[src/rtl/bds_pkg.sv]
// Shared types and constants of the 2x2 box downsampler.
// No dependencies; the interfaces, bds_cfg_regs and the top level import this package.
package bds_pkg;

  localparam int SAMPLE_W   = 16;
  localparam int CFG_DIM_W  = 13;
  localparam int CFG_IDX_W  = 2;
  localparam int ROW_W      = 12;
  localparam int MAX_HEIGHT = 4096;
  localparam int MIN_DIM    = 2;
  localparam int RST_WIDTH  = 640;
  localparam int RST_HEIGHT = 480;

  typedef enum logic [CFG_IDX_W-1:0] {
    REG_IN_WIDTH   = 2'd0,
    REG_IN_HEIGHT  = 2'd1,
    REG_COLOR_MODE = 2'd2
  } cfg_reg_e;

  typedef struct packed {
    logic [SAMPLE_W-1:0] chan_a;
    logic [SAMPLE_W-1:0] chan_b;
    logic [SAMPLE_W-1:0] chan_c;
  } pix_t;

  typedef struct packed {
    logic [SAMPLE_W-1:0] avg_a;
    logic [SAMPLE_W-1:0] avg_b;
    logic [SAMPLE_W-1:0] avg_c;
    logic                frame_last;
  } avg_t;

  typedef struct packed {
    logic [ROW_W-1:0] hlast;
    logic [ROW_W-1:0] hlast_even;
    logic             color;
  } frm_cfg_t;

endpackage

[src/rtl/bds_cfg_if.sv]
// Configuration write channel: valid/ready handshake with register index and data.
// Depends on bds_pkg.
interface bds_cfg_if;
  import bds_pkg::*;
  logic                 valid;
  logic                 ready;
  logic [CFG_IDX_W-1:0] index;
  logic [CFG_DIM_W-1:0] data;
  modport source (output valid, output index, output data, input ready);
  modport sink (input valid, input index, input data, output ready);
endinterface

[src/rtl/bds_cfg_regs.sv]
// Configuration registers; frame sizes are clamped and turned into wrap limits on write.
// Depends on bds_pkg and bds_cfg_if.
module bds_cfg_regs #(
  parameter int MAX_WIDTH = 4096
) (
  input  logic                          clk,
  input  logic                          rst_n,
  bds_cfg_if.sink                       cfg,
  output logic [$clog2(MAX_WIDTH)-1:0]  wlast,
  output logic [$clog2(MAX_WIDTH)-1:0]  wlast_even,
  output bds_pkg::frm_cfg_t             frm
);
  import bds_pkg::*;

  localparam int CW = $clog2(MAX_WIDTH);

  logic [CW-1:0] wlast_r, wlast_nxt;
  logic [CW-1:0] wlast_even_r, wlast_even_nxt;
  frm_cfg_t      frm_r, frm_nxt;

  function automatic logic [2*CW-1:0] width_limits(input logic [CFG_DIM_W-1:0] v);
    int unsigned w;
    w = 32'(v);
    if (w < MIN_DIM) w = MIN_DIM;
    if (w > MAX_WIDTH) w = MAX_WIDTH;
    return {CW'(w - 1), CW'((w & 32'hFFFF_FFFE) - 1)};
  endfunction

  function automatic logic [2*ROW_W-1:0] height_limits(input logic [CFG_DIM_W-1:0] v);
    int unsigned h;
    h = 32'(v);
    if (h < MIN_DIM) h = MIN_DIM;
    if (h > MAX_HEIGHT) h = MAX_HEIGHT;
    return {ROW_W'(h - 1), ROW_W'((h & 32'hFFFF_FFFE) - 1)};
  endfunction

  assign cfg.ready = 1'b1;

  always_comb begin
    wlast_nxt      = wlast_r;
    wlast_even_nxt = wlast_even_r;
    frm_nxt        = frm_r;
    if (cfg.valid) begin
      unique case (cfg.index)
        REG_IN_WIDTH:   {wlast_nxt, wlast_even_nxt} = width_limits(cfg.data);
        REG_IN_HEIGHT:  {frm_nxt.hlast, frm_nxt.hlast_even} = height_limits(cfg.data);
        REG_COLOR_MODE: frm_nxt.color = cfg.data[0];
        default: ;
      endcase
    end
  end

  always_ff @(posedge clk) begin
    if (!rst_n) begin
      {wlast_r, wlast_even_r}         <= width_limits(CFG_DIM_W'(RST_WIDTH));
      {frm_r.hlast, frm_r.hlast_even} <= height_limits(CFG_DIM_W'(RST_HEIGHT));
      frm_r.color                     <= 1'b1;
    end else begin
      wlast_r      <= wlast_nxt;
      wlast_even_r <= wlast_even_nxt;
      frm_r        <= frm_nxt;
    end
  end

  assign wlast      = wlast_r;
  assign wlast_even = wlast_even_r;
  assign frm        = frm_r;

endmodule

[src/flat_wrapper.sv]
// flat-port wrapper written by rule: the top's interface ports become plain ports
module bds_cfg_regs_flat import bds_pkg::*;
#(
  parameter int MAX_WIDTH = 4096
)
  (clk, rst_n, wlast, wlast_even, frm, cfg_valid, cfg_index, cfg_data, cfg_ready);
  bds_cfg_if cfg_i ();
  input  logic clk;
  input  logic rst_n;
  output logic [$clog2(MAX_WIDTH)-1:0] wlast;
  output logic [$clog2(MAX_WIDTH)-1:0] wlast_even;
  output bds_pkg::frm_cfg_t frm;
  input wire logic [$bits(cfg_i.valid)-1:0] cfg_valid;
  input wire logic [$bits(cfg_i.index)-1:0] cfg_index;
  input wire logic [$bits(cfg_i.data)-1:0] cfg_data;
  output wire logic [$bits(cfg_i.ready)-1:0] cfg_ready;
  assign cfg_i.valid = cfg_valid;
  assign cfg_i.index = cfg_index;
  assign cfg_i.data = cfg_data;
  assign cfg_ready = cfg_i.ready;
  bds_cfg_regs #(.MAX_WIDTH(MAX_WIDTH)) u_core (.clk(clk), .rst_n(rst_n), .cfg(cfg_i), .wlast(wlast), .wlast_even(wlast_even), .frm(frm));
endmodule
[config.mk]
export PLATFORM = sky130hd
export DESIGN_NAME = bds_cfg_regs_flat
export DESIGN_NICKNAME = d
export VERILOG_FILES = /design/src/rtl/bds_pkg.sv /design/src/rtl/bds_cfg_if.sv /design/src/rtl/bds_cfg_regs.sv /design/src/flat_wrapper.sv
export SDC_FILE = /design/constraint.sdc
export NUM_CORES = 1
export LEC_CHECK = 0
export ABC_AREA = 1
export CAP_MARGIN = 10
export CORE_UTILIZATION = 53
export CTS_CLUSTER_SIZE = 12
export DETAILED_ROUTE_END_ITERATION = 12
export DONT_BUFFER_PORTS = 1
export PLACE_DENSITY = 0.68
export SYNTH_ARGS = -nofsm -noshare
export SYNTH_HDL_FRONTEND = slang
export SYNTH_SLANG_ARGS = --single-unit
[constraint.sdc]
create_clock -name clk -period 5.5 [get_ports clk]
set_input_delay 1.1 -clock clk [delete_from_list [all_inputs] [get_ports clk]]
set_output_delay 1.1 -clock clk [all_outputs]
set_load 0.005 [all_outputs]
==> results of run 1 <==
## through the flow
step	hold slack (ns)	cell area, um2	setup slack [ns]	power (mW)
5_1_grt	0.521	2420	1.81	0.771
3_3_place_gp	0.478	2300	1.96	0.473
2_1_floorplan	0.465	2320	2.42	0.456
6_report	0.500	2420	2.15	0.735
4_1_cts	0.506	2420	2.17	0.742
3_5_place_dp	0.484	2300	1.85	0.474
## worst max-delay path by stage
| stage | startpoint | end | slack (ns) | cells past startpoint |
|---|---|---|---|---|
| global placement | cfg_data[1] | u_core.frm[24]$_SDFFE_PN0P_ | 1.96 | 19 |
| floorplan | cfg_data[10] | u_core.wlast[11]$_SDFFE_PN0P_ | 2.42 | 20 |
| detailed placement | cfg_data[10] | u_core.frm[24]$_SDFFE_PN0P_ | 1.85 | 19 |
| global route | cfg_data[10] | u_core.frm[12]$_SDFFE_PN0P_ | 1.81 | 17 |
| finish | cfg_data[10] | u_core.frm[24]$_SDFFE_PN0P_ | 2.15 | 19 |
| CTS | cfg_data[10] | u_core.frm[24]$_SDFFE_PN0P_ | 2.17 | 19 |
## power groups by stage
stage                     Combinational (mW)  Clock [mW]  Sequential (mW)
after global placement                0.0926           0            0.380
after CTS                             0.0939       0.275            0.373
after detailed placement              0.0933           0            0.381
after global routing                   0.109       0.287            0.375
final                                 0.0939       0.268            0.372
after floorplan                       0.0792           0            0.377
## routing by layer
metal / part of all wire / global-route usage
met5: 0 / 0
met1: 0.45 / 0.332
met2: 0.44 / 0.366
met4: 0.012 / 0.0911
met3: 0.10 / 0.0750
## area by class of cell
class / count / share of cell area
inverters: 34 / 0.0526
repair buffers: 3 / 0.00929
flip-flops and latches: 47 / 0.388
multi-input cells: 242 / 0.474
clock buffers: 6 / 0.0341
well taps: 50 / 0.0258
clock inverters: 2 / 0.0160
## worst max-delay path, stage by stage
cell and delay (ns):
sky130_fd_sc_hd__nor2_1 0.12, sky130_fd_sc_hd__nand2_1 0.08, sky130_fd_sc_hd__nor2_1 0.11, sky130_fd_sc_hd__nand2_1 0.09, sky130_fd_sc_hd__nand4_1 0.08, sky130_fd_sc_hd__nand2_1 0.38, sky130_fd_sc_hd__nand2_1 0.31, sky130_fd_sc_hd__ha_1 0.20
sky130_fd_sc_hd__inv_1 0.06, sky130_fd_sc_hd__nor2_1 0.43, sky130_fd_sc_hd__nand2_4 0.09, sky130_fd_sc_hd__inv_2 0.06, sky130_fd_sc_hd__nand2_2 0.05, sky130_fd_sc_hd__inv_1 0.07, sky130_fd_sc_hd__nand2_1 0.05, sky130_fd_sc_hd__nand2_1 0.09
sky130_fd_sc_hd__nand3_1 0.07, sky130_fd_sc_hd__nand2_1 0.08, sky130_fd_sc_hd__inv_1 0.03
## sequential cells by signal (all words and copies together), names as in the netlist
register,cells
u_core.wlast_even,11
u_core.wlast,12
u_core.frm,24
## cells in the final DEF, fill, tap and decap left out
master,synthesis,final
sky130_fd_sc_hd__inv_6,0,1
sky130_fd_sc_hd__buf_4,4,3
sky130_fd_sc_hd__nor2_2,1,1
sky130_fd_sc_hd__xor2_1,8,8
sky130_fd_sc_hd__nand4_1,4,4
sky130_fd_sc_hd__clkbuf_8,0,6
sky130_fd_sc_hd__nand2_1,102,102
sky130_fd_sc_hd__o31ai_4,1,1
sky130_fd_sc_hd__nor3_2,2,2
sky130_fd_sc_hd__nand2_2,1,1
sky130_fd_sc_hd__inv_2,3,3
sky130_fd_sc_hd__o21ai_0,9,9
sky130_fd_sc_hd__nand3b_1,1,1
sky130_fd_sc_hd__or2_1,1,1
sky130_fd_sc_hd__inv_1,30,30
sky130_fd_sc_hd__clkinv_1,1,1
sky130_fd_sc_hd__conb_1,1,3
sky130_fd_sc_hd__nand2_4,1,1
sky130_fd_sc_hd__dfxtp_1,47,47
sky130_fd_sc_hd__nor2_1,41,41
sky130_fd_sc_hd__xnor2_1,3,3
sky130_fd_sc_hd__o21ai_2,1,1
sky130_fd_sc_hd__nor3_1,1,1
sky130_fd_sc_hd__a21oi_1,31,31
sky130_fd_sc_hd__nand3_1,20,20
sky130_fd_sc_hd__o21ai_1,4,4
sky130_fd_sc_hd__ha_1,2,2
sky130_fd_sc_hd__bufinv_16,0,1
sky130_fd_sc_hd__o41ai_1,4,4
sky130_fd_sc_hd__o31ai_1,1,1
## cells by family (layout without fill, tap and decap cells)
logic type | after synthesis | in the layout | synth area share
AND/OR/NAND/NOR | 175 | 175 | 0.313
flip-flops | 47 | 47 | 0.407
buffers and inverters | 52 | 45 | 0.0995
AO/OA/AOI/OAI | 51 | 51 | 0.127
adder cells (fa/ha/maj) | 2 | 2 | 0.0108
other | 1 | 3 | 0.00162
XOR/XNOR | 11 | 11 | 0.0416
==> results.cfg, run 1 <==
[status]
run_status = finished clean

[timing]
timing.setup.tns_ns = 0
max-slew-margin-rel = 0.570
rsz_0062_raised_after_global_routing = false
period_needed_ns = 3.35
finalHoldViolCount = 0
setup_viol = 0
finClkSkew_ns = 0
clock.fmax_mhz = 299
finalCritPeriodShare = 0.609
worst_slew_pin_slew_ns = 0.636
final-max-slew-violation-count = 0

[power_and_ir_drop]
p_comb_frac = 0.128
power_switching_mw = 0.195
sequentialPowerShare = 0.507
sw_frac_of_total = 0.265
internal-power_mw = 0.540
leakage_nw = 1.09
clock_power_share = 0.365
vdd_drop_max_mv = 0.113
cellPowerDensity_nw_per_um2 = 303

[synthesis]
post_synth.cell_area_avg_um2 = 6.82
post_synth_inst_count = 339
ys_async_sr_fraction = 0
synthesis.area_um2 = 2310
synth_top_area_cell = sky130_fd_sc_hd__dfxtp_1
most_instantiated_flip_flop_cell_in_the_synthesis_netlist = sky130_fd_sc_hd__dfxtp_1
synth_top_cells_by_area = sky130_fd_sc_hd__dfxtp_1 (41%), sky130_fd_sc_hd__nand2_1 (17%), sky130_fd_sc_hd__a21oi_1 (6.7%)
post_synth_num_cell_types = 31
sequential_to_total_area_share_from_yosys_stat = 0.407
synth_seq_cells = 47
synth_edf_count = 0
most_frequently_used_cell_type_in_the_post_synthesis_netlist = sky130_fd_sc_hd__nand2_1
yosysWarningCount = 0
synth.top_cells.by_count = sky130_fd_sc_hd__nand2_1 (102), sky130_fd_sc_hd__dfxtp_1 (47), sky130_fd_sc_hd__nor2_1 (41), sky130_fd_sc_hd__a21oi_1 (31), sky130_fd_sc_hd__inv_1 (30)
synth.top_cell.area_share = 0.407

[clock_network]
tritoncts = done
cts.path.max_buffers = 2
post_cts_hold_buffer_count = 0
cts_setup_buffers = 0
cts_num_sinks = 47
clk_transition_reported_paths_ns = 0.09
cts_made_buffers = 5
cts.root.buffer_cell = sky130_fd_sc_hd__clkbuf_8
cts.repair.resized = 0
htreeDepth = 2
clock_latency_ns = 0.30

[worst_hold_path]
hold_path_class = reg2reg
hold_path_startpoint = u_core.frm[13]$_SDFFE_PN1P_
hold_ep = u_core.frm[13]$_SDFFE_PN1P_
cell_depth_of_the_worst_min_delay_path = 2

[final_layout]
layout.nets = 353
syn2layout_area_growth_pct = 4.81
register_area_um2 = 941
layout_cell_share_with_drive_strength_beyond_1 = 0.0629
postLayoutCoreUtil = 0.593
count_of_non_filler_cells_in_the_finished_layout = 384
num-fill-cells = 415
num_antenna_cells = 0
multi_input_comb_area_um2 = 1150

[global_route]
grt_pass1_vias = 1830
antenna_found_initial = 0
grt_first_pass_wirelength_um = 8420
grt_overflow_total = 0
grt_start_max_net_pins = 48
track_usage = 0.246

[job]
maxCapViolCount = 0

[worst_setup_path]
rrSetupSlack_ns = 4.75
critical_path_arrival_ns = 3.56
cp_data_required_time_ns = 5.71
critical_path.endpoint_type = register
r2r_cells = 4
startpoint_class = input pin
cp_max_fo = 20
timing.rr.end = u_core.frm[6]$_SDFFE_PN0P_
critical_path_class = in2reg
r2r_start = u_core.frm[6]$_SDFFE_PN0P_

[place]
number_of_placed_instances_taps_included = 376
io_buffer_count = 0
finalWeightedCongestion = 0.875
detailed_place_hpwl_um = 3810

[routing]
vias = 2038
detail_route.vias_per_cell = 5.31
number_of_drc_markers_in_iteration_0 = 112
remaining_routing_drc_violations = 0
route.detailed.wl_per_inst_um = 13.9
wl_um = 5340
antenna_violating_nets_left = 0
firstDrtPassIters = 4

[die]
die-area_um2 = 4630
die-width_um = 68.1
initial_utilization = 0.566
rows = 23
pin_count = 68
die_boundary_height_um = 68.1
core_region_area_um2 = 4090
Note: power is estimated with default switching activity, not from simulation.
==> inputs of run 2 (changes only) <==
==> constraint.sdc (replaced) <==
create_clock -name clk -period 3.1 [get_ports clk]
set_input_delay 0.62 -clock clk [delete_from_list [all_inputs] [get_ports clk]]
set_output_delay 0.62 -clock clk [all_outputs]
set_load 0.005 [all_outputs]
==> run 2 against run 1 <==
  * Sequential cell count is the same
  * Worst hold slack got worse by 0.0029 ns
  * Core utilization down 0.46 points
  * Count of clock-buffer cells in the layout stayed put
  * Critical endpoint is now u_core.wlast[11]$_SDFFE_PN0P_
  * Largest power group unchanged
==> results.cfg, run 2 (synthesis gave the netlist of run 1 again) <==
[status]
run_status = finished clean

[clock_network]
tritoncts = done
cts_num_sinks = 47
cts.repair.resized = 0
post_cts_hold_buffer_count = 0
clock_latency_ns = 0.30
cts.path.max_buffers = 2
cts_made_buffers = 5
cts_setup_buffers = 0
cts.root.buffer_cell = sky130_fd_sc_hd__clkbuf_8
htreeDepth = 2
clk_transition_reported_paths_ns = 0.08

[worst_setup_path]
startpoint_class = input pin
rrSetupSlack_ns = 2.34
critical_path.cell_chain = nor2_1 -> nand2_1 -> nor2_1 -> nand2_1 -> nand4_1 -> nand2_1 -> nand2_1 -> ha_1 -> inv_1 -> nor2_1 -> nand2_4 -> inv_2 -> nand2_2 -> inv_1 -> nand2_1 -> nand2_1 -> nand3_1 -> nand2_1 -> inv_1
critical_path_class = in2reg
critical_path_arrival_ns = 2.62
r2r_start = u_core.frm[18]$_SDFFE_PN0P_
cp_common_cell = sky130_fd_sc_hd__nand2_1
slowest_stage = sky130_fd_sc_hd__nor2_1
critical_path.endpoint_type = register
r2r_cells = 4
timing.rr.end = u_core.frm[18]$_SDFFE_PN0P_
cp_data_required_time_ns = 3.30
maximum_single_stage_delay_on_the_critical_path_ns = 0.45
cp_max_fo = 7

[die]
pin_count = 68
die-width_um = 68.1
die-area_um2 = 4630
core_region_area_um2 = 4090
initial_utilization = 0.566
rows = 23
die_boundary_height_um = 68.1

[power_and_ir_drop]
clock_power_share = 0.308
p_comb_frac = 0.142
sw_frac_of_total = 0.275
leakage_nw = 1.09
sequentialPowerShare = 0.550
vdd_drop_max_mv = 0.272
power_switching_mw = 0.330
cellPowerDensity_nw_per_um2 = 498
internal-power_mw = 0.869

[final_layout]
layout_cell_share_with_drive_strength_beyond_1 = 0.0657
count_of_non_filler_cells_in_the_finished_layout = 385
syn2layout_area_growth_pct = 4.00
layout.nets = 355
layout.cells.most_common = sky130_fd_sc_hd__nand2_1
layout.cells.most_common_list = sky130_fd_sc_hd__nand2_1 (102), sky130_fd_sc_hd__dfxtp_1 (47), sky130_fd_sc_hd__nor2_1 (41)
max_ffs_per_register = 24
multi_input_comb_area_um2 = 1150
num_antenna_cells = 0
register_area_um2 = 941
num-fill-cells = 420

[timing]
period_needed_ns = 2.42
finalHoldViolCount = 0
setup_slack_ns = 0.681
final-max-slew-violation-count = 0
clock.fmax_mhz = 413
finClkSkew_ns = 0
max-slew-margin-rel = 0.425
setup_viol = 0
timing.setup.tns_ns = 0
worst_slew_pin_slew_ns = 0.861
finalCritPeriodShare = 0.780
rsz_0062_raised_after_global_routing = false

[worst_hold_path]
hold_path_startpoint = u_core.frm[16]$_SDFFE_PN1P_
cell_depth_of_the_worst_min_delay_path = 2
hold_ep = u_core.frm[16]$_SDFFE_PN1P_
hold_path_class = reg2reg

[place]
detailed_place_hpwl_um = 3930
io_buffer_count = 0
pre_cts_slack_ns = 0.356
number_of_placed_instances_taps_included = 378
finalWeightedCongestion = 0.883

[routing]
remaining_routing_drc_violations = 0
route.detailed.wl_per_inst_um = 14.0
firstDrtPassIters = 4
detail_route.vias_per_cell = 5.38
number_of_drc_markers_in_iteration_0 = 162
antenna_violating_nets_left = 0
vias = 2071
wl_um = 5380

[job]
maxCapViolCount = 0

[global_route]
antenna_found_initial = 0
grt_first_pass_wirelength_um = 8090
gr-max-usage-layer = met1
use_met1 = 0.353
grt_pass1_vias = 1701
global_route.usage.met3 = 0.0650
grtUsageMet2 = 0.327
grt_overflow_total = 0
track_usage = 0.238
grt_start_max_net_pins = 29
==> run 2: worst max-delay path, delay by kind of cell <==
family | cells | cell delay [ns]
fa+ha+maj | 1 | 0.18
buf+inv | 4 | 0.23
simple gates | 14 | 1.59
==> run 2: final cells by class <==
cell class                      instances  share of cell area
Multi-Input combinational cell        242               0.478
Sequential cell                        47               0.391
Inverter                               34              0.0530
Tap cell                               50              0.0260
Clock inverter                          1             0.00208
Timing Repair Buffer                    5              0.0156
Clock buffer                            6              0.0343
==> run 2: layer usage <==
metal / up-vias / wire length (um)
met5: - / 0
met4: 0 / 63
met3: 7 / 417
met2: 68 / 2300
met1: 936 / 2600
li1: 1060 / -
==> run 2: worst max path at each step <==
stage	start	to	slack, ns	cells after the start
finish	cfg_data[10]	u_core.wlast[11]$_SDFFE_PN0P_	0.68	19
global route	cfg_data[10]	u_core.frm[12]$_SDFFE_PN0P_	0.37	17
CTS	cfg_data[10]	u_core.wlast[11]$_SDFFE_PN0P_	0.68	19
detailed placement	cfg_data[10]	u_core.wlast[11]$_SDFFE_PN0P_	0.36	19
global placement	cfg_data[10]	u_core.wlast[11]$_SDFFE_PN0P_	0.44	19
floorplan	cfg_data[10]	u_core.wlast[11]$_SDFFE_PN0P_	0.50	20
==> run 2: power groups by stage <==
stage	Combinational, mW	Sequential [mW]	Clock [mW]
after global routing	0.193	0.665	0.399
after detailed placement	0.169	0.675	0
after CTS	0.170	0.661	0.379
after global placement	0.167	0.674	0
after floorplan	0.141	0.668	0
final	0.170	0.660	0.369
==> run 2: metrics by stage <==
step	total power [mW]	util	hold slack (ns)	instance area [um2]
after floorplan	0.809	-	0.465	2320
after global placement	0.842	0.567	0.477	2320
after detailed placement	0.844	0.567	0.483	2320
after CTS	1.21	0.589	0.504	2410
after global routing	1.26	0.589	0.526	2410
final	1.20	0.589	0.497	2410
==> inputs of run 3 (changes only) <==
--- a/config.mk
+++ b/config.mk
@@ -11,7 +11,7 @@
 export CTS_CLUSTER_SIZE = 12
 export DETAILED_ROUTE_END_ITERATION = 12
 export DONT_BUFFER_PORTS = 1
-export PLACE_DENSITY = 0.68
+export PLACE_DENSITY = 0.71
 export SYNTH_ARGS = -nofsm -noshare
 export SYNTH_HDL_FRONTEND = slang
 export SYNTH_SLANG_ARGS = --single-unit
==> constraint.sdc (replaced) <==
create_clock -name clk -period 2.1 [get_ports clk]
set_input_delay 0.42 -clock clk [delete_from_list [all_inputs] [get_ports clk]]
set_output_delay 0.42 -clock clk [all_outputs]
set_load 0.005 [all_outputs]
==> run 3 against run 2 <==
  * Sequential cell count unchanged
  * Non-clock buffer count grew 5
  * Sequential share of layout area is 1.2 points lower
  * Setup slack lost 0.41 ns
  * Routed wire length fell by 0.17%
  * Sequential power increased by 48%
  * Count of clock-buffer cells in the layout increased by 1
  * Critical path type unchanged
  * Critical endpoint is now u_core.wlast[4]$_SDFFE_PN1P_
==> results.cfg, run 3 (synthesis gave the netlist of run 1 again) <==
[status]
run_status = finished clean

[clock_network]
cts.repair.resized = 0
htreeDepth = 2
tritoncts = done
cts_num_sinks = 47
cts.root.buffer_cell = sky130_fd_sc_hd__clkbuf_8
post_cts_hold_buffer_count = 0
clock_latency_ns = 0.30
clk_transition_reported_paths_ns = 0.08
cts_made_buffers = 5
cts_setup_buffers = 0
cts.path.max_buffers = 2

[final_layout]
layout.cell_area.non_filler_um2 = 2480
layout.cells.most_common = sky130_fd_sc_hd__nand2_1
num_antenna_cells = 0
layout_cell_share_with_drive_strength_beyond_1 = 0.0997
layout.nets = 360
syn2layout_area_growth_pct = 7.25
num-fill-cells = 422
count_of_non_filler_cells_in_the_finished_layout = 391
layout.cells.most_common_list = sky130_fd_sc_hd__nand2_1 (100), sky130_fd_sc_hd__dfxtp_1 (47), sky130_fd_sc_hd__nor2_1 (38)
max_ffs_per_register = 24

[worst_hold_path]
hold_path_startpoint = cfg_valid
cell_depth_of_the_worst_min_delay_path = 2
hold_ep = u_core.frm[0]$_SDFFE_PN1P_
hold_path_class = in2reg

[timing]
setup_viol = 0
finalHoldViolCount = 0
worst_slew_pin_slew_ns = 0.700
setup_slack_ns = 0.276
finClkSkew_ns = 0
max-slew-margin-rel = 0.527
rsz_0062_raised_after_global_routing = false
clock.fmax_mhz = 548
whs_ns = 0.302
final-max-slew-violation-count = 0
finalCritPeriodShare = 0.869
period_needed_ns = 1.82

[worst_setup_path]
critical_path.endpoint_type = register
buffers_plus_inverters_on_the_worst_setup_path = 2
rrSetupSlack_ns = 1.36
cp_common_cell = sky130_fd_sc_hd__nand2_1
cp_data_required_time_ns = 2.34
critical_path_arrival_ns = 2.07
critical_path.cell_chain = nor2_2 -> nand2_1 -> nor2_1 -> nand2_1 -> buf_4 -> nand2_1 -> nand2_2 -> buf_4 -> ha_1 -> nand2_1 -> xor2_1 -> nand2_1 -> nand2_1
worst_path_dominant_cell_family = simple AND/OR/NAND/NOR gates
cp_max_fo = 7
startpoint_class = input pin
r2r_start = u_core.frm[10]$_SDFFE_PN0P_
maximum_single_stage_delay_on_the_critical_path_ns = 0.26
timing.rr.end = u_core.frm[10]$_SDFFE_PN0P_
slowest_stage = sky130_fd_sc_hd__ha_1
critical_path_class = in2reg
r2r_cells = 4

[routing]
route.detailed.wl_per_inst_um = 13.7
vias = 2034
number_of_drc_markers_in_iteration_0 = 102
firstDrtPassIters = 4
remaining_routing_drc_violations = 0
wl_um = 5370
detail_route.vias_per_cell = 5.20
antenna_violating_nets_left = 0

[place]
pre_cts_slack_ns = -0.0339
io_buffer_count = 0
placedInstanceArea_um2 = 2390
detailed_place_hpwl_um = 3920
number_of_placed_instances_taps_included = 383
finalWeightedCongestion = 0.847

[global_route]
grt_start_max_net_pins = 48
grt_overflow_total = 0
grt_pass1_vias = 1814
grt_first_pass_wirelength_um = 8450
track_usage = 0.248
antenna_found_initial = 0

[die]
core_region_area_um2 = 4090
rows = 23
die-area_um2 = 4630
die_boundary_height_um = 68.1
die-width_um = 68.1
initial_utilization = 0.566
pin_count = 68

[power_and_ir_drop]
vdd_drop_max_mv = 0.295
report.power.total_mw = 1.80
cellPowerDensity_nw_per_um2 = 727
leakage_nw = 1.11

[job]
maxCapViolCount = 0
==> run 3: changes by cell type in the layout (fill, tap and decap cells not counted), sizes merged <==
cell    delta
buf        +5
clkbuf     +1
==> run 3: area by class of cell <==
cell class	count	area, um2	area share
timing repair buffer	10	75.1	0.0303
multi-input combinational	242	1180	0.476
clock buffer	7	86.3	0.0348
clock inverter	1	8.76	0.00353
sequential	47	941	0.379
inverter	34	128	0.0514
tap	50	62.6	0.0252
==> run 3: stage by stage <==
stage,util,setup TNS [ns]
6_report,0.607,0
5_1_grt,0.607,0
4_1_cts,0.607,0
3_5_place_dp,0.584,-0.0538
3_3_place_gp,0.584,0
2_1_floorplan,-,0
==> run 3: worst register-to-register path, delay by kind of cell, from the launching register on <==
family	cells	cell delay [ns]
DFF	1	0.35
and+or+nand+nor	2	0.15
buffers and inverters	1	0.05
AOI/OAI and AO/OA	1	0.09
==> run 3: how the worst max path moves through the flow <==
stage	slack, ns	start	to	cells after the start
after CTS	0.28	cfg_data[10]	u_core.wlast[4]$_SDFFE_PN1P_	13
after floorplan	0.02	cfg_data[1]	u_core.wlast[11]$_SDFFE_PN0P_	20
after global placement	0.008	cfg_data[10]	u_core.wlast[4]$_SDFFE_PN1P_	13
after detailed placement	-0.03	cfg_data[10]	u_core.wlast[4]$_SDFFE_PN1P_	13
after global routing	0.09	cfg_data[10]	u_core.frm[10]$_SDFFE_PN0P_	16
final	0.28	cfg_data[5]	u_core.wlast[4]$_SDFFE_PN1P_	13
==> run 3: report_power, final <==
| part | total (mW) | internal, mW | switching [mW] | leakage, nW |
|---|---|---|---|---|
| clock | 0.566 | 0.270 | 0.296 | 0.0484 |
| combinational | 0.264 | 0.0949 | 0.170 | 0.678 |
| sequential | 0.974 | 0.939 | 0.0355 | 0.386 |
==> run 3: routing by layer <==
layer / part of all wire / global-route usage / vias to the layer above
met5: 0 / 0 / -
met4: 0.013 / 0.0781 / 0
met3: 0.084 / 0.0783 / 6
met2: 0.42 / 0.373 / 70
met1: 0.48 / 0.334 / 885
li1: - / - / 1073
